## src/rtl/assert_macros.svh

```systemverilog
// ---------------------------------------------------------------------------
// assert_macros.svh
// Assertion shorthands shared by the call latency tracker RTL.
// ---------------------------------------------------------------------------
`ifndef ASSERT_MACROS_SVH
`define ASSERT_MACROS_SVH

// Same-cycle implication, disabled during reset.
`define ASSERT_IMPL(label, clk, rst, ante, cons, msg) \
  label: assert property (@(posedge clk) disable iff (rst) (ante) |-> (cons)) \
    else $error(msg);

// Next-cycle implication, disabled during reset.
`define ASSERT_NEXT(label, clk, rst, ante, cons, msg) \
  label: assert property (@(posedge clk) disable iff (rst) (ante) |=> (cons)) \
    else $error(msg);

`endif

```

## src/rtl/clt_pkg.sv

```systemverilog
// ---------------------------------------------------------------------------
// clt_pkg
// Types and codes shared by the call latency tracker modules.
// ---------------------------------------------------------------------------
package clt_pkg;

  localparam logic [1:0] FUNC_ENTER = 2'd0;
  localparam logic [1:0] FUNC_EXIT  = 2'd1;
  localparam logic [1:0] FUNC_READ  = 2'd2;

  localparam logic [1:0] KIND_SLOW  = 2'd0;
  localparam logic [1:0] KIND_STATS = 2'd1;
  localparam logic [1:0] KIND_FULL  = 2'd2;

  localparam int          THR_W     = 32;
  localparam logic [31:0] THR_RESET = 32'd1000000;

  typedef struct packed {
    logic [1:0]  func;
    logic [31:0] thread_id;
    logic [31:0] process_id;
    logic [63:0] timestamp_ns;
    logic [8:0]  call_number;
  } in_item_t;

  typedef struct packed {
    logic [1:0]  kind;
    logic [31:0] event_process_id;
    logic [31:0] event_thread_id;
    logic [63:0] elapsed_ns;
    logic [8:0]  event_call_number;
    logic [63:0] stats_count;
    logic [63:0] stats_total_ns;
    logic [63:0] stats_max_ns;
  } out_item_t;

  typedef struct packed {
    logic [63:0] count;
    logic [63:0] total;
    logic [63:0] maximum;
  } stats_t;

  // controller -> datapath
  typedef struct packed {
    logic clear;
    logic load;
    logic lookup;
    logic resolve;
    logic enter;
    logic exit_slot;
    logic update;
    logic emit_full;
    logic emit_read;
    logic emit_slow;
  } ctrl_cmd_t;

  // datapath -> controller
  typedef struct packed {
    logic [1:0] func;
    logic       hit;
    logic       free_any;
    logic       slow;
    logic       clr_last;
    logic       out_free;
  } dp_sts_t;

endpackage

```

## src/rtl/clt_ctrl.sv

```systemverilog
// ---------------------------------------------------------------------------
// clt_ctrl
// Sequencer: clearing pass, then one item at a time through lookup steps.
// ---------------------------------------------------------------------------
`include "assert_macros.svh"

module clt_ctrl (
  input  logic               clk,
  input  logic               rst,
  input  logic               in_valid,
  output logic               in_ready,
  output clt_pkg::ctrl_cmd_t cmd,
  input  clt_pkg::dp_sts_t   sts
);
  import clt_pkg::*;

  typedef enum logic [2:0] {
    S_CLEAR, S_IDLE, S_CAPTURE, S_RESOLVE, S_EXEC, S_SLOW
  } state_t;

  state_t state, state_next;

  always_ff @(posedge clk) begin
    if (rst) begin
      state <= S_CLEAR;
    end else begin
      state <= state_next;
    end
  end

  assign in_ready = (state == S_IDLE);

  always_comb begin
    cmd        = '0;
    state_next = state;
    unique case (state)
      S_CLEAR: begin
        cmd.clear = 1'b1;
        if (sts.clr_last) state_next = S_IDLE;
      end
      S_IDLE: begin
        cmd.load = in_valid;
        if (in_valid) state_next = S_CAPTURE;
      end
      S_CAPTURE: begin
        cmd.lookup = 1'b1;
        state_next = S_RESOLVE;
      end
      S_RESOLVE: begin
        cmd.resolve = 1'b1;
        state_next  = S_EXEC;
      end
      S_EXEC: begin
        unique case (sts.func)
          FUNC_ENTER: begin
            if (sts.hit || sts.free_any) begin
              cmd.enter  = 1'b1;
              state_next = S_IDLE;
            end else if (sts.out_free) begin
              cmd.emit_full = 1'b1;
              state_next    = S_IDLE;
            end
          end
          FUNC_EXIT: begin
            if (sts.hit) begin
              cmd.exit_slot = 1'b1;
              state_next    = S_SLOW;
            end else begin
              state_next = S_IDLE;
            end
          end
          FUNC_READ: begin
            if (sts.out_free) begin
              cmd.emit_read = 1'b1;
              state_next    = S_IDLE;
            end
          end
          default: state_next = S_IDLE;
        endcase
      end
      S_SLOW: begin
        if (!sts.slow) begin
          state_next = S_IDLE;
        end else if (sts.out_free) begin
          cmd.update    = 1'b1;
          cmd.emit_slow = 1'b1;
          state_next    = S_IDLE;
        end
      end
      default: state_next = S_IDLE;
    endcase
  end

  `ASSERT_NEXT(a_one_item_at_a_time, clk, rst, in_valid && in_ready, !in_ready, "second item taken while busy")
  `ASSERT_IMPL(a_single_emit, clk, rst, 1'b1, $onehot0({cmd.emit_full, cmd.emit_read, cmd.emit_slow}), "more than one result in a cycle")
  `ASSERT_IMPL(a_emit_has_room, clk, rst, cmd.emit_full || cmd.emit_read || cmd.emit_slow, sts.out_free, "result emitted over a pending one")

endmodule

```

## config.mk

```make
export PLATFORM = sky130hd
export DESIGN_NAME = clt_ctrl
export DESIGN_NICKNAME = d
export VERILOG_FILES = /design/src/rtl/clt_pkg.sv /design/src/rtl/clt_ctrl.sv
export VERILOG_INCLUDE_DIRS = /design/src /design/src/rtl
export SDC_FILE = /design/constraint.sdc
export NUM_CORES = 1
export LEC_CHECK = 0
export BUFFER_PORTS_ARGS = -buffer_cell sky130_fd_sc_hd__buf_4
export CORE_AREA = 10 10 47 49
export DETAILED_ROUTE_END_ITERATION = 10
export DIE_AREA = 0 0 57 59
export GPL_ROUTABILITY_DRIVEN = 1
export SLEW_MARGIN = 20
export SYNTH_ARGS = -nofsm -noshare
export SYNTH_HDL_FRONTEND = slang
export SYNTH_SLANG_ARGS = --single-unit
```

## constraint.sdc

```tcl
create_clock -name clk -period 2.3 [get_ports clk]
set_clock_uncertainty 0.05 [all_clocks]
set_input_delay 0.115 -clock clk [delete_from_list [all_inputs] [get_ports clk]]
set_output_delay 0.115 -clock clk [all_outputs]
set_load 0.01 [all_outputs]
```

==> results of run 1 <==
[final cells by class]
cell class | count | area [µm²]
fill | 157 | 900
multi-input combinational | 31 | 241
timing repair buffer | 20 | 150
sequential | 3 | 60.1
clock buffer | 4 | 26.3
tap | 16 | 20.0
inverter | 1 | 3.75
[Yosys cell counts, types with 2 or more instances]
master,instances,share of area
sky130_fd_sc_hd__and2_1,2,0.038
sky130_fd_sc_hd__nor2_1,3,0.034
sky130_fd_sc_hd__buf_2,2,0.030
sky130_fd_sc_hd__dfxtp_1,3,0.18
sky130_fd_sc_hd__o21bai_1,2,0.045
sky130_fd_sc_hd__a21oi_1,2,0.030
sky130_fd_sc_hd__nand3b_1,2,0.045
sky130_fd_sc_hd__buf_4,2,0.045
sky130_fd_sc_hd__nor3_1,2,0.030
sky130_fd_sc_hd__a211oi_1,2,0.045
[worst register-to-register path, delay by kind of cell, from the launching register on]
kind	cells	cell delay (ps)
AND/OR/NAND/NOR	1	420
AO/OA/AOI/OAI	2	330
flip-flops	1	530
[path summary, 6_finish.rpt]
check | slack [ps] | end | cells after the start
setup / recovery | 620 | cmd[2] | 4
hold / removal | 30 | state[1] | 2
setup reg to reg | 900 | state[2] | 3
hold reg to reg | 610 | state[1] | 2
[cells by family after synthesis]
kind of cell / count (synthesis) / share of synthesized area
AOI/OAI and AO/OA: 10 / 0.246
buffers and inverters: 5 / 0.0871
DFF: 3 / 0.182
and+or+nand+nor: 21 / 0.485
[per-stage QoR]
stage	power [mW]	cell area [µm²]
6_report	0.213	502
5_1_grt	0.228	502
4_1_cts	0.219	502
3_5_place_dp	0.122	475
3_3_place_gp	0.122	475
2_1_floorplan	0.0922	330
[layer usage]
layer / part of all wire / wire, µm / track usage
met4: 0.0042 / 4 / 0.0403
met3: 0.14 / 137 / 0.0408
met1: 0.46 / 441 / 0.0740
met2: 0.39 / 375 / 0.0837
met5: 0 / 0 / 0
[power breakdown]
group / internal, mW / switching (mW) / total (mW)
clock network: 0.0650 / 0.0274 / 0.0925
registers: 0.0557 / 0.0108 / 0.0665
logic: 0.0325 / 0.0216 / 0.0541
==> flow_summary.html, run 1 <==
<table>
<tr><th>Metric</th><th>Value</th></tr>
<tr><th colspan="2">Logic synthesis</th></tr>
<tr><td>Number of enable flip-flop cells after synthesis</td><td>0</td></tr>
<tr><td>Distinct cell type count after synthesis</td><td>27</td></tr>
<tr><td>Most common flop cell mapped by yosys</td><td>sky130_fd_sc_hd__dfxtp_1</td></tr>
<tr><td>Net Count, Synth</td><td>49</td></tr>
<tr><td>Synthesized netlist cell count</td><td>39</td></tr>
<tr><td>YS warnings</td><td>0</td></tr>
<tr><td>Area of the mapped netlist</td><td>between 300 and 400 µm²</td></tr>
<tr><td>Average instance area after synthesis</td><td>8.47 µm²</td></tr>
<tr><td>Fraction of registers with async set/reset</td><td>0</td></tr>
<tr><td>Seq/Total Area, Yosys</td><td>0.182</td></tr>
<tr><td>Number of synthesized register bits</td><td>3</td></tr>
<tr><th colspan="2">Worst setup path</th></tr>
<tr><td>Category of the worst setup path capture point</td><td>primary output</td></tr>
<tr><td>Critical path buffer and inverter count</td><td>1</td></tr>
<tr><td>Highest cell delay on the worst timing path</td><td>~530 ps</td></tr>
<tr><td>Reg2reg start</td><td>state[2]</td></tr>
<tr><td>Timing startpoint of the critical path</td><td>state[2]</td></tr>
<tr><td>Category of the worst setup path launch point</td><td>flip-flop</td></tr>
<tr><td>Req. time, crit path</td><td>2130 ps</td></tr>
<tr><td>Critical path peak fanout</td><td>11</td></tr>
<tr><td>Worst endpoint data arrival time</td><td>~1500 ps</td></tr>
<tr><td>Critical Path, Cell by Cell</td><td>nor4b_4 &gt; nand2_1 &gt; nor4_1 &gt; buf_4</td></tr>
<tr><td>Kind of cell with the highest combined delay on the critical path</td><td>simple AND/OR/NAND/NOR gates</td></tr>
<tr><td>Kind of critical path</td><td>reg -&gt; out</td></tr>
<tr><td>Cell with the largest stage delay on the worst path</td><td>sky130_fd_sc_hd__dfxtp_1</td></tr>
<tr><th colspan="2">Timing</th></tr>
<tr><td>Achievable Freq</td><td>597 MHz</td></tr>
<tr><td>Setup repair after global routing missed its margin</td><td>no</td></tr>
<tr><td>Final setup margin</td><td>between 600 and 700 ps</td></tr>
<tr><td>Final hold violation count</td><td>0</td></tr>
<tr><td>Share of the cycle needed by the critical path after routing</td><td>0.729</td></tr>
<tr><td>Number of max-slew violations in the final report</td><td>0</td></tr>
<tr><td>Tightest Pin Transition</td><td>approximately 440 ps</td></tr>
<tr><td>Clock period minus worst slack</td><td>1680 ps</td></tr>
<tr><td>Worst Hold Slack</td><td>about 33 ps</td></tr>
<tr><td>Final number of setup-violating endpoints</td><td>0</td></tr>
<tr><td>Setup total negative slack</td><td>0 ps</td></tr>
<tr><td>Headroom to the max-slew limit</td><td>0.706</td></tr>
<tr><th colspan="2">Clock network</th></tr>
<tr><td>Total CTS buffers</td><td>3</td></tr>
<tr><td>Clock Sink Count</td><td>3</td></tr>
<tr><td>Hold_buf cts</td><td>0</td></tr>
<tr><td>H-tree levels</td><td>1</td></tr>
<tr><td>Skew-Pair Late Insertion Delay</td><td>~230 ps</td></tr>
<tr><td>TritonCTS clock tree</td><td>built</td></tr>
<tr><td>Library cell used as clock root buffer</td><td>sky130_fd_sc_hd__clkbuf_4</td></tr>
<tr><td>Post-CTS Resized</td><td>0</td></tr>
<tr><td>Clock input transition at the sequential cells of the worst setup and hold paths</td><td>around 40 ps</td></tr>
<tr><td>Maximum number of buffers from clock root to sink</td><td>2</td></tr>
<tr><td>Count of buffers added by post-CTS timing repair for setup</td><td>0</td></tr>
<tr><th colspan="2">Cells and area</th></tr>
<tr><td>Flip-flop count of the largest register after layout</td><td>3</td></tr>
<tr><td>Final layout net count</td><td>70</td></tr>
<tr><td>Share of the core filled with cells</td><td>0.358</td></tr>
<tr><td>Layout cells sized above 1</td><td>0.508</td></tr>
<tr><td>Biggest regs</td><td>state: 3 flops</td></tr>
<tr><td>Antenna diode count</td><td>0</td></tr>
<tr><td>Commonest cells after routing, fill and taps aside</td><td>sky130_fd_sc_hd__buf_4 (20), sky130_fd_sc_hd__nor2_1 (3), sky130_fd_sc_hd__clkbuf_4 (3), sky130_fd_sc_hd__dfxtp_1 (3)</td></tr>
<tr><td>Layout Area Growth over Synthesis</td><td>51.9%</td></tr>
<tr><td>Final cell count without fillers</td><td>75</td></tr>
<tr><td>Register with the most flip-flops</td><td>state</td></tr>
<tr><td>Leading cell type in the layout, fill and taps excluded</td><td>sky130_fd_sc_hd__buf_4</td></tr>
<tr><th colspan="2">Power and ir drop</th></tr>
<tr><td>Worst VDD drop</td><td>152 µV</td></tr>
<tr><td>Power density normalized to cell area</td><td>425 nW/µm²</td></tr>
<tr><td>Total leakage power</td><td>about 0.21 nW</td></tr>
<tr><th colspan="2">Flow run</th></tr>
<tr><td>Max cap viols</td><td>0</td></tr>
<tr><th colspan="2">Run status</th></tr>
<tr><td>Status</td><td>finished clean</td></tr>
<tr><th colspan="2">Detailed routing</th></tr>
<tr><td>Average wire per standard cell</td><td>12.8 µm</td></tr>
<tr><td>Routed via count divided by cell count</td><td>approximately 4.8</td></tr>
<tr><td>Detailed Route WL</td><td>958 µm</td></tr>
<tr><td>Number of routed nets with antenna violations</td><td>0</td></tr>
<tr><td>Detailed router's first-iteration violation count</td><td>2</td></tr>
<tr><td>Pre-antenna DRT Iters</td><td>2</td></tr>
<tr><td>Remaining design rule violation count</td><td>0</td></tr>
<tr><td>Count of vias placed by the detailed router</td><td>between 300 and 400</td></tr>
<tr><th colspan="2">Floorplanning</th></tr>
<tr><td>Floorplan Core Area</td><td>1400 µm²</td></tr>
<tr><td>I/O pins</td><td>21</td></tr>
<tr><td>Number of placement rows</td><td>14</td></tr>
<tr><td>Die width</td><td>57 µm</td></tr>
<tr><td>Starting utilization of the core area</td><td>0.236</td></tr>
<tr><td>Height of the die</td><td>around 59 µm</td></tr>
<tr><td>Die Outline Area</td><td>between 3000 and 4000 µm²</td></tr>
<tr><th colspan="2">Placed design</th></tr>
<tr><td>IO Port Bufs</td><td>20</td></tr>
<tr><td>Minimum setup slack after placement</td><td>~870 ps</td></tr>
<tr><td>Placed Cells</td><td>between 70 and 80</td></tr>
<tr><td>Global placer's final weighted congestion</td><td>between 0.6 and 0.7</td></tr>
<tr><th colspan="2">Global routing</th></tr>
<tr><td>First-pass GRT wire length</td><td>approximately 1800 µm</td></tr>
<tr><td>Maximum number of pins on one net before global-route repair</td><td>14</td></tr>
<tr><td>Antenna violations before repair</td><td>0</td></tr>
<tr><td>Global routing usage summed across all routing layers</td><td>0.0636</td></tr>
<tr><td>Vias in the first global route</td><td>approximately 380</td></tr>
<tr><td>Remaining Overflow, GRT</td><td>0</td></tr>
<tr><th colspan="2">Min path</th></tr>
<tr><td>Hold Crit Start</td><td>rst</td></tr>
<tr><td>Class of the most critical hold timing path</td><td>in -&gt; reg</td></tr>
</table>
Power figures use the tool's default switching activity.
==> run 2: changes to the inputs <==
==> constraint.sdc (replaced) <==
create_clock -name clk -period 1.38 [get_ports clk]
set_clock_uncertainty 0.05 [all_clocks]
set_input_delay 0.069 -clock clk [delete_from_list [all_inputs] [get_ports clk]]
set_output_delay 0.069 -clock clk [all_outputs]
set_load 0.01 [all_outputs]
==> run 2 against run 1 <==
The flow now finishes with violations (negative setup slack). Via count is 14% higher. First-iteration DRC count grew to 3.5 times the previous value. Worst setup slack worse by 680 ps. Sequential power is 53% higher. Highest routed layer is now met3. Combinational power is 140% higher. Sequential share of layout area is 0.66 points lower.
==> flow_summary.html, run 2 (synthesis results as in run 1) <==
<table>
<tr><th>Metric</th><th>Value</th></tr>
<tr><th colspan="2">Global routing</th></tr>
<tr><td>Vias in the first global route</td><td>451 (was 375)</td></tr>
<tr><td>Global routing usage summed across all routing layers</td><td>0.0702 (was 0.0636)</td></tr>
<tr><td>Remaining Overflow, GRT</td><td>0 (unchanged)</td></tr>
<tr><td>First-pass GRT wire length</td><td>2020 µm (was 1760 µm)</td></tr>
<tr><td>Maximum number of pins on one net before global-route repair</td><td>8 (was 14)</td></tr>
<tr><td>Antenna violations before repair</td><td>0 (unchanged)</td></tr>
<tr><th colspan="2">Timing</th></tr>
<tr><td>Setup total negative slack</td><td>-93.1 ps (was 0 ps)</td></tr>
<tr><td>Share of the cycle needed by the critical path after routing</td><td>1.04</td></tr>
<tr><td>Worst Hold Slack</td><td>77.5 ps (was 33.2 ps)</td></tr>
<tr><td>Clock period minus worst slack</td><td>around 1400 ps</td></tr>
<tr><td>Tightest Pin Transition</td><td>302 ps (was 441 ps)</td></tr>
<tr><td>Final hold violation count</td><td>0 (unchanged)</td></tr>
<tr><td>Achievable Freq</td><td>a little under 700 MHz</td></tr>
<tr><td>Number of max-slew violations in the final report</td><td>0 (unchanged)</td></tr>
<tr><td>Final setup margin</td><td>-60.1 ps (was 624 ps)</td></tr>
<tr><td>Setup repair after global routing missed its margin</td><td>yes (was no)</td></tr>
<tr><td>Headroom to the max-slew limit</td><td>0.798 (was 0.706)</td></tr>
<tr><td>Final number of setup-violating endpoints</td><td>2 (was 0)</td></tr>
<tr><th colspan="2">Placed design</th></tr>
<tr><td>Minimum setup slack after placement</td><td>44.2 ps (was 868 ps)</td></tr>
<tr><td>Placement Cell Area</td><td>498 µm² (was 475 µm²)</td></tr>
<tr><td>IO Port Bufs</td><td>20 (unchanged)</td></tr>
<tr><td>Global placer's final weighted congestion</td><td>0.710 (was 0.628)</td></tr>
<tr><td>Total half-perimeter wirelength after legalization and detailed placement</td><td>813 µm</td></tr>
<tr><td>Placed Cells</td><td>74 (was 71)</td></tr>
<tr><th colspan="2">Cells and area</th></tr>
<tr><td>Final design instance area without fill</td><td>631 µm² (was 502 µm²)</td></tr>
<tr><td>Layout Area Growth over Synthesis</td><td>90.9% (was 51.9%)</td></tr>
<tr><td>Leading cell type in the layout, fill and taps excluded</td><td>sky130_fd_sc_hd__buf_4 (unchanged)</td></tr>
<tr><td>Share of the core filled with cells</td><td>0.450 (was 0.358)</td></tr>
<tr><td>Register with the most flip-flops</td><td>state (unchanged)</td></tr>
<tr><td>Final cell count without fillers</td><td>86 (was 75)</td></tr>
<tr><td>Final layout net count</td><td>81 (was 70)</td></tr>
<tr><td>Biggest regs</td><td>state: 3 flops (unchanged)</td></tr>
<tr><td>Commonest cells after routing, fill and taps aside</td><td>sky130_fd_sc_hd__buf_4 (28), sky130_fd_sc_hd__clkbuf_4 (3), sky130_fd_sc_hd__dfxtp_4 (3) (was sky130_fd_sc_hd__buf_4 (20), sky130_fd_sc_hd__nor2_1 (3), sky130_fd_sc_hd__clkbuf_4 (3), sky130_fd_sc_hd__dfxtp_1 (3))</td></tr>
<tr><td>Antenna diode count</td><td>0 (unchanged)</td></tr>
<tr><td>Layout cells sized above 1</td><td>0.686 (was 0.508)</td></tr>
<tr><td>Flip-flop count of the largest register after layout</td><td>3 (unchanged)</td></tr>
<tr><th colspan="2">Power and ir drop</th></tr>
<tr><td>Total leakage power</td><td>0.276 nW (was 0.211 nW)</td></tr>
<tr><td>Design internal power</td><td>278 µW (was 153 µW)</td></tr>
<tr><td>Share of total power consumed by net switching</td><td>0.287 (was 0.281)</td></tr>
<tr><td>Total power consumption of the routed design</td><td>391 µW (was 213 µW)</td></tr>
<tr><td>Net switching power</td><td>112 µW (was 59.8 µW)</td></tr>
<tr><td>Seq pwr share</td><td>0.260 (was 0.312)</td></tr>
<tr><td>Power density normalized to cell area</td><td>620 nW/µm² (was 425 nW/µm²)</td></tr>
<tr><td>Part of the power in combinational logic</td><td>0.339 (was 0.254)</td></tr>
<tr><td>Relative contribution of the clock network to total power</td><td>0.400 (was 0.434)</td></tr>
<tr><td>Worst VDD drop</td><td>533 µV (was 152 µV)</td></tr>
<tr><th colspan="2">Floorplanning</th></tr>
<tr><td>Die Outline Area</td><td>3360 µm² (unchanged)</td></tr>
<tr><td>I/O pins</td><td>21 (unchanged)</td></tr>
<tr><td>Number of placement rows</td><td>14 (unchanged)</td></tr>
<tr><td>Height of the die</td><td>59 µm (unchanged)</td></tr>
<tr><td>Die width</td><td>57 µm (unchanged)</td></tr>
<tr><td>Starting utilization of the core area</td><td>0.236 (unchanged)</td></tr>
<tr><td>Floorplan Core Area</td><td>1400 µm² (unchanged)</td></tr>
<tr><th colspan="2">Worst setup path</th></tr>
<tr><td>Kind of critical path</td><td>reg -&gt; out (unchanged)</td></tr>
<tr><td>Critical path peak fanout</td><td>6 (was 11)</td></tr>
<tr><td>Logic depth of the worst register-to-register path</td><td>4 (was 3)</td></tr>
<tr><td>Req. time, crit path</td><td>1260 ps (was 2130 ps)</td></tr>
<tr><td>Category of the worst setup path launch point</td><td>flip-flop (unchanged)</td></tr>
<tr><td>Cell with the largest stage delay on the worst path</td><td>sky130_fd_sc_hd__or3b_4 (was sky130_fd_sc_hd__dfxtp_1)</td></tr>
<tr><td>Reg2reg start</td><td>state[1] (was state[2])</td></tr>
<tr><td>Flop2flop setup slack</td><td>110 ps (was 900 ps)</td></tr>
<tr><td>Worst R2R End</td><td>state[0] (was state[2])</td></tr>
<tr><td>Worst endpoint data arrival time</td><td>1320 ps (was 1510 ps)</td></tr>
<tr><td>Highest cell delay on the worst timing path</td><td>420 ps (was 530 ps)</td></tr>
<tr><td>Critical Path, Cell by Cell</td><td>or3b_4 &gt; nor3_2 &gt; buf_4 (was nor4b_4 &gt; nand2_1 &gt; nor4_1 &gt; buf_4)</td></tr>
<tr><td>Category of the worst setup path capture point</td><td>primary output (unchanged)</td></tr>
<tr><th colspan="2">Flow run</th></tr>
<tr><td>Max cap viols</td><td>0 (unchanged)</td></tr>
<tr><th colspan="2">Clock network</th></tr>
<tr><td>Maximum number of buffers from clock root to sink</td><td>2 (unchanged)</td></tr>
<tr><td>Clock input transition at the sequential cells of the worst setup and hold paths</td><td>40 ps (about the same)</td></tr>
<tr><td>H-tree levels</td><td>1 (unchanged)</td></tr>
<tr><td>Library cell used as clock root buffer</td><td>sky130_fd_sc_hd__clkbuf_4 (unchanged)</td></tr>
<tr><td>Clock Sink Count</td><td>3 (unchanged)</td></tr>
<tr><td>Skew-Pair Late Insertion Delay</td><td>230 ps (about the same)</td></tr>
<tr><td>Total CTS buffers</td><td>3 (unchanged)</td></tr>
<tr><td>TritonCTS clock tree</td><td>built (unchanged)</td></tr>
<tr><th colspan="2">Detailed routing</th></tr>
<tr><td>Routed via count divided by cell count</td><td>4.76 (was 4.77)</td></tr>
<tr><td>Average wire per standard cell</td><td>13.2 µm (was 12.8 µm)</td></tr>
<tr><td>Wire length on met2</td><td>481 µm (was 375 µm)</td></tr>
<tr><td>Remaining design rule violation count</td><td>0 (unchanged)</td></tr>
<tr><td>Pre-antenna DRT Iters</td><td>2 (unchanged)</td></tr>
<tr><td>Count of vias placed by the detailed router</td><td>409 (was 358)</td></tr>
<tr><td>Met3 wirelength from detailed routing</td><td>125 µm (was 137 µm)</td></tr>
<tr><td>Detailed router's first-iteration violation count</td><td>7 (was 2)</td></tr>
<tr><td>Top sig layer</td><td>met3 (was met4)</td></tr>
<tr><td>Met1 WL</td><td>528 µm (was 441 µm)</td></tr>
<tr><td>Detailed Route WL</td><td>1140 µm (was 958 µm)</td></tr>
<tr><td>Number of routed nets with antenna violations</td><td>0 (unchanged)</td></tr>
<tr><th colspan="2">Min path</th></tr>
<tr><td>Worst hold path depth</td><td>3 (was 2)</td></tr>
<tr><td>Hold Crit Start</td><td>in_valid (was rst)</td></tr>
<tr><td>Capture endpoint of the worst hold path</td><td>state[1] (unchanged)</td></tr>
<tr><td>Class of the most critical hold timing path</td><td>in -&gt; reg (unchanged)</td></tr>
<tr><th colspan="2">Run status</th></tr>
<tr><td>Failing checks</td><td>negative setup slack</td></tr>
<tr><td>Status</td><td>complete, but fails checks (was finished clean)</td></tr>
</table>
==> run 2: cell types whose count changed in the layout (fill, tap and decap cells not counted), moves of 2 or more <==
| cell | change |
|---|---|
| sky130_fd_sc_hd__buf_6 | +2 |
| sky130_fd_sc_hd__dfxtp_4 | +3 |
| sky130_fd_sc_hd__dfxtp_1 | -3 |
| sky130_fd_sc_hd__buf_4 | +8 |
==> run 2: what timing repair did <==
action | 4_1_cts | 5_1_grt
pin swaps | 1 | 4
setup endpoints to repair | 8 | 7
setup buffers | 4 | 3
hold buffers | 1 | 0
endpoints found under the hold margin | 1 | 0
gates resized for setup | 9 | 5
==> run 2: critical path, delay by kind of cell, from the launching register on <==
kind / cells / cell delay (ps)
and+or+nand+nor: 2 / 590
DFF: 1 / 360
buffers and inverters: 1 / 140
==> run 2: worst max path at each step <==
stage / to / start
floorplan: cmd[2] / state[2]
global placement: cmd[2] / state[0]
detailed placement: cmd[2] / state[0]
CTS: cmd[2] / state[1]
global route: cmd[2] / state[1]
finish: cmd[5] / state[1]
==> run 2: final cells by class <==
type                    instances  area [µm²]
inverters                       1        3.75
fillers                       149         771
clock buffers                   4        26.3
multi-input cells              31         267
well taps                      16        20.0
repair buffers                 31         243
flip-flops and latches          3        71.3
==> run 2: metal layers <==
metal,up-vias,GRT usage
met3,0,0.0429
li1,207,-
met2,19,0.107
met5,-,0
met4,0,0.0101
met1,183,0.0837
==> run 2: power groups by stage <==
stage / logic [mW] / registers (mW) / clock network, mW
3_3_place_gp: 0.0970 / 0.110 / 0
2_1_floorplan: 0.0540 / 0.0996 / 0
4_1_cts: 0.122 / 0.101 / 0.164
5_1_grt: 0.146 / 0.103 / 0.175
6_report: 0.132 / 0.102 / 0.156
3_5_place_dp: 0.0974 / 0.110 / 0
==> run 3: changes to the inputs <==
--- a/config.mk
+++ b/config.mk
@@ -8,9 +8,9 @@
 export LEC_CHECK = 0
 export BUFFER_PORTS_ARGS = -buffer_cell sky130_fd_sc_hd__buf_4
 export CORE_AREA = 10 10 47 49
+export CTS_BUF_LIST = sky130_fd_sc_hd__clkbuf_16
 export DETAILED_ROUTE_END_ITERATION = 10
 export DIE_AREA = 0 0 57 59
-export GPL_ROUTABILITY_DRIVEN = 1
 export SLEW_MARGIN = 20
 export SYNTH_ARGS = -nofsm -noshare
 export SYNTH_HDL_FRONTEND = slang
==> run 3 against run 2 <==
The flow still finishes with violations (negative setup slack). Clock power rose to 2.9 times the previous value. Combinational power barely moved. First-iteration DRC count decreased by 14%. Register-to-register slack hardly changed. Core utilization is 3.5 points higher. Non-clock buffer count unchanged. Final area rose by 7.7%. Sequential share of layout area fell by 0.81 points. Worst hold slack gained 15 ps. Critical endpoint unchanged. Largest cell class unchanged.
==> flow_summary.html, run 3 (synthesis results as in run 1) <==
<table>
<tr><th>Metric</th><th>Value</th></tr>
<tr><th colspan="2">Timing</th></tr>
<tr><td>Headroom to the max-slew limit</td><td>0.803 (was 0.798)</td></tr>
<tr><td>Share of the cycle needed by the critical path after routing</td><td>1.03 (was 1.04)</td></tr>
<tr><td>Worst Hold Slack</td><td>92.7 ps (was 77.5 ps)</td></tr>
<tr><td>Final number of setup-violating endpoints</td><td>2 (unchanged)</td></tr>
<tr><td>Clock period minus worst slack</td><td>1420 ps (was 1440 ps)</td></tr>
<tr><td>Tightest Pin Transition</td><td>294 ps (was 302 ps)</td></tr>
<tr><td>Final hold violation count</td><td>0 (unchanged)</td></tr>
<tr><td>Number of max-slew violations in the final report</td><td>0 (unchanged)</td></tr>
<tr><td>Setup repair after global routing missed its margin</td><td>yes (unchanged)</td></tr>
<tr><td>Final setup margin</td><td>-42.9 ps (was -60.1 ps)</td></tr>
<tr><td>Achievable Freq</td><td>703 MHz (was 694 MHz)</td></tr>
<tr><th colspan="2">Cells and area</th></tr>
<tr><td>Leading cell type in the layout, fill and taps excluded</td><td>sky130_fd_sc_hd__buf_4 (unchanged)</td></tr>
<tr><td>Layout Area Growth over Synthesis</td><td>106% (was 90.9%)</td></tr>
<tr><td>Final layout net count</td><td>81 (unchanged)</td></tr>
<tr><td>Register with the most flip-flops</td><td>state (unchanged)</td></tr>
<tr><td>Biggest regs</td><td>state: 3 flops (unchanged)</td></tr>
<tr><td>Layout cells sized above 1</td><td>0.686 (unchanged)</td></tr>
<tr><td>Share of the core filled with cells</td><td>0.485 (was 0.450)</td></tr>
<tr><td>Final cell count without fillers</td><td>86 (unchanged)</td></tr>
<tr><td>Flip-flop count of the largest register after layout</td><td>3 (unchanged)</td></tr>
<tr><td>Fillers</td><td>145 (was 149)</td></tr>
<tr><td>Antenna diode count</td><td>0 (unchanged)</td></tr>
<tr><td>Commonest cells after routing, fill and taps aside</td><td>sky130_fd_sc_hd__buf_4 (29), sky130_fd_sc_hd__clkbuf_16 (3), sky130_fd_sc_hd__dfxtp_4 (3) (was sky130_fd_sc_hd__buf_4 (28), sky130_fd_sc_hd__clkbuf_4 (3), sky130_fd_sc_hd__dfxtp_4 (3))</td></tr>
<tr><th colspan="2">Min path</th></tr>
<tr><td>Worst hold path depth</td><td>3 (unchanged)</td></tr>
<tr><td>Class of the most critical hold timing path</td><td>in -&gt; reg (unchanged)</td></tr>
<tr><td>Hold Crit Start</td><td>in_valid (unchanged)</td></tr>
<tr><td>Capture endpoint of the worst hold path</td><td>state[1] (unchanged)</td></tr>
<tr><th colspan="2">Clock network</th></tr>
<tr><td>Clock Sink Count</td><td>3 (unchanged)</td></tr>
<tr><td>TritonCTS clock tree</td><td>built (unchanged)</td></tr>
<tr><td>Skew-Pair Late Insertion Delay</td><td>220 ps (was 230 ps)</td></tr>
<tr><td>Clock input transition at the sequential cells of the worst setup and hold paths</td><td>30 ps (was 40 ps)</td></tr>
<tr><td>Maximum number of buffers from clock root to sink</td><td>2 (unchanged)</td></tr>
<tr><td>Total CTS buffers</td><td>3 (unchanged)</td></tr>
<tr><td>Library cell used as clock root buffer</td><td>sky130_fd_sc_hd__clkbuf_16 (was sky130_fd_sc_hd__clkbuf_4)</td></tr>
<tr><td>H-tree levels</td><td>1 (unchanged)</td></tr>
<tr><th colspan="2">Power and ir drop</th></tr>
<tr><td>Power density normalized to cell area</td><td>1010 nW/µm² (was 620 nW/µm²)</td></tr>
<tr><td>Design internal power</td><td>543 µW (was 278 µW)</td></tr>
<tr><td>Seq pwr share</td><td>0.149 (was 0.260)</td></tr>
<tr><td>Worst VDD drop</td><td>824 µV (was 533 µV)</td></tr>
<tr><td>Share of total power consumed by net switching</td><td>0.207 (was 0.287)</td></tr>
<tr><td>Part of the power in combinational logic</td><td>0.194 (was 0.339)</td></tr>
<tr><td>Total power consumption of the routed design</td><td>686 µW (was 391 µW)</td></tr>
<tr><td>Relative contribution of the clock network to total power</td><td>0.657 (was 0.400)</td></tr>
<tr><td>Total leakage power</td><td>0.303 nW (was 0.276 nW)</td></tr>
<tr><td>Net switching power</td><td>142 µW (was 112 µW)</td></tr>
<tr><th colspan="2">Worst setup path</th></tr>
<tr><td>Category of the worst setup path launch point</td><td>flip-flop (unchanged)</td></tr>
<tr><td>Flop2flop setup slack</td><td>120 ps (was 110 ps)</td></tr>
<tr><td>Kind of critical path</td><td>reg -&gt; out (unchanged)</td></tr>
<tr><td>Worst R2R End</td><td>state[0] (unchanged)</td></tr>
<tr><td>Worst endpoint data arrival time</td><td>1300 ps (was 1320 ps)</td></tr>
<tr><td>Req. time, crit path</td><td>1260 ps (about the same)</td></tr>
<tr><td>Logic depth of the worst register-to-register path</td><td>4 (unchanged)</td></tr>
<tr><td>Category of the worst setup path capture point</td><td>primary output (unchanged)</td></tr>
<tr><td>Critical path peak fanout</td><td>6 (unchanged)</td></tr>
<tr><td>Reg2reg start</td><td>state[1] (unchanged)</td></tr>
<tr><th colspan="2">Placed design</th></tr>
<tr><td>IO Port Bufs</td><td>20 (unchanged)</td></tr>
<tr><td>Placed Cells</td><td>74 (unchanged)</td></tr>
<tr><td>Global placer's final weighted congestion</td><td>0.710 (unchanged)</td></tr>
<tr><td>Total half-perimeter wirelength after legalization and detailed placement</td><td>813 µm (unchanged)</td></tr>
<tr><th colspan="2">Floorplanning</th></tr>
<tr><td>Starting utilization of the core area</td><td>0.236 (unchanged)</td></tr>
<tr><td>Number of placement rows</td><td>14 (unchanged)</td></tr>
<tr><td>I/O pins</td><td>21 (unchanged)</td></tr>
<tr><td>Floorplan Core Area</td><td>1400 µm² (unchanged)</td></tr>
<tr><td>Die width</td><td>57 µm (unchanged)</td></tr>
<tr><td>Height of the die</td><td>59 µm (unchanged)</td></tr>
<tr><td>Die Outline Area</td><td>3360 µm² (unchanged)</td></tr>
<tr><th colspan="2">Global routing</th></tr>
<tr><td>First-pass GRT wire length</td><td>2120 µm (was 2020 µm)</td></tr>
<tr><td>Antenna violations before repair</td><td>0 (unchanged)</td></tr>
<tr><td>Maximum number of pins on one net before global-route repair</td><td>8 (unchanged)</td></tr>
<tr><td>Vias in the first global route</td><td>464 (was 451)</td></tr>
<tr><td>Remaining Overflow, GRT</td><td>0 (unchanged)</td></tr>
<tr><td>Global routing usage summed across all routing layers</td><td>0.0745 (was 0.0702)</td></tr>
<tr><th colspan="2">Detailed routing</th></tr>
<tr><td>Detailed router's first-iteration violation count</td><td>6 (was 7)</td></tr>
<tr><td>Remaining design rule violation count</td><td>0 (unchanged)</td></tr>
<tr><td>Pre-antenna DRT Iters</td><td>4 (was 2)</td></tr>
<tr><td>Routed via count divided by cell count</td><td>4.71 (was 4.76)</td></tr>
<tr><td>Number of routed nets with antenna violations</td><td>0 (unchanged)</td></tr>
<tr><td>Count of vias placed by the detailed router</td><td>405 (was 409)</td></tr>
<tr><td>Detailed Route WL</td><td>1170 µm (was 1140 µm)</td></tr>
<tr><td>Average wire per standard cell</td><td>13.6 µm (was 13.2 µm)</td></tr>
<tr><th colspan="2">Flow run</th></tr>
<tr><td>Max cap viols</td><td>0 (unchanged)</td></tr>
<tr><th colspan="2">Run status</th></tr>
<tr><td>Status</td><td>complete, but fails checks (unchanged)</td></tr>
<tr><td>Failing checks</td><td>negative setup slack (unchanged)</td></tr>
</table>
## run 3: cell types whose count changed in the layout (fill, tap and decap cells not counted), sizes merged
cell,before,now
inv,1,2
clkbuf,4,3
## run 3: layer usage
metal | wire (µm) | GRT usage | up-vias | share of wire
met3 | 112 | 0.0429 | 0 | 0.096
met1 | 549 | 0.0847 | 181 | 0.47
li1 | - | - | 207 | -
met4 | 0 | 0.0201 | 0 | 0
met5 | 0 | 0 | - | 0
met2 | 505 | 0.116 | 17 | 0.43
## run 3: final cells by class
type / instances / area, µm² / area share
clock buffer: 3 / 75.1 / 0.110
tap: 16 / 20.0 / 0.0295
multi-input combinational: 31 / 267 / 0.392
sequential: 3 / 71.3 / 0.105
timing repair buffer: 31 / 239 / 0.352
inverter: 1 / 3.75 / 0.00552
clock inverter: 1 / 3.75 / 0.00552
## run 3: worst max path at each step
stage,from,endpoint,cells past startpoint
2_1_floorplan,state[2],cmd[2],4
3_3_place_gp,state[0],cmd[2],4
3_5_place_dp,state[0],cmd[2],4
4_1_cts,state[1],cmd[2],4
5_1_grt,state[1],cmd[2],4
6_report,state[1],cmd[5],3
## run 3: power by group through the flow
stage          clock network, mW  logic [mW]  registers, mW
2_1_floorplan                  0      0.0540         0.0996
3_3_place_gp                   0      0.0970          0.110
3_5_place_dp                   0      0.0974          0.110
4_1_cts                    0.460       0.122          0.101
5_1_grt                    0.471       0.146          0.103
6_report                   0.451       0.133          0.102
## run 3: timing repair
| action | CTS | global route |
|---|---|---|
| hold buffers | 1 | 0 |
| setup endpoints to repair | 8 | 6 |
| pin swaps | 1 | 4 |
| resized for setup | 8 | 5 |
| endpoints found under the hold margin | 1 | 0 |
| buffers inserted | 5 | 2 |
## run 3: critical path, cell delays in order (launching register included)
cell	delay (ps)
sky130_fd_sc_hd__dfxtp_4	350
sky130_fd_sc_hd__or3b_4	420
sky130_fd_sc_hd__nor3_2	170
sky130_fd_sc_hd__buf_4	140
## run 3: through the flow
step	setup WS, ps	area [µm²]	TNS, ps
finish	-42.9	679	-51.1
global route	-110	679	-232
CTS	-32.4	643	-54.2
detailed placement	44.2	498	0
global placement	70.4	498	0
floorplan	147	330	0
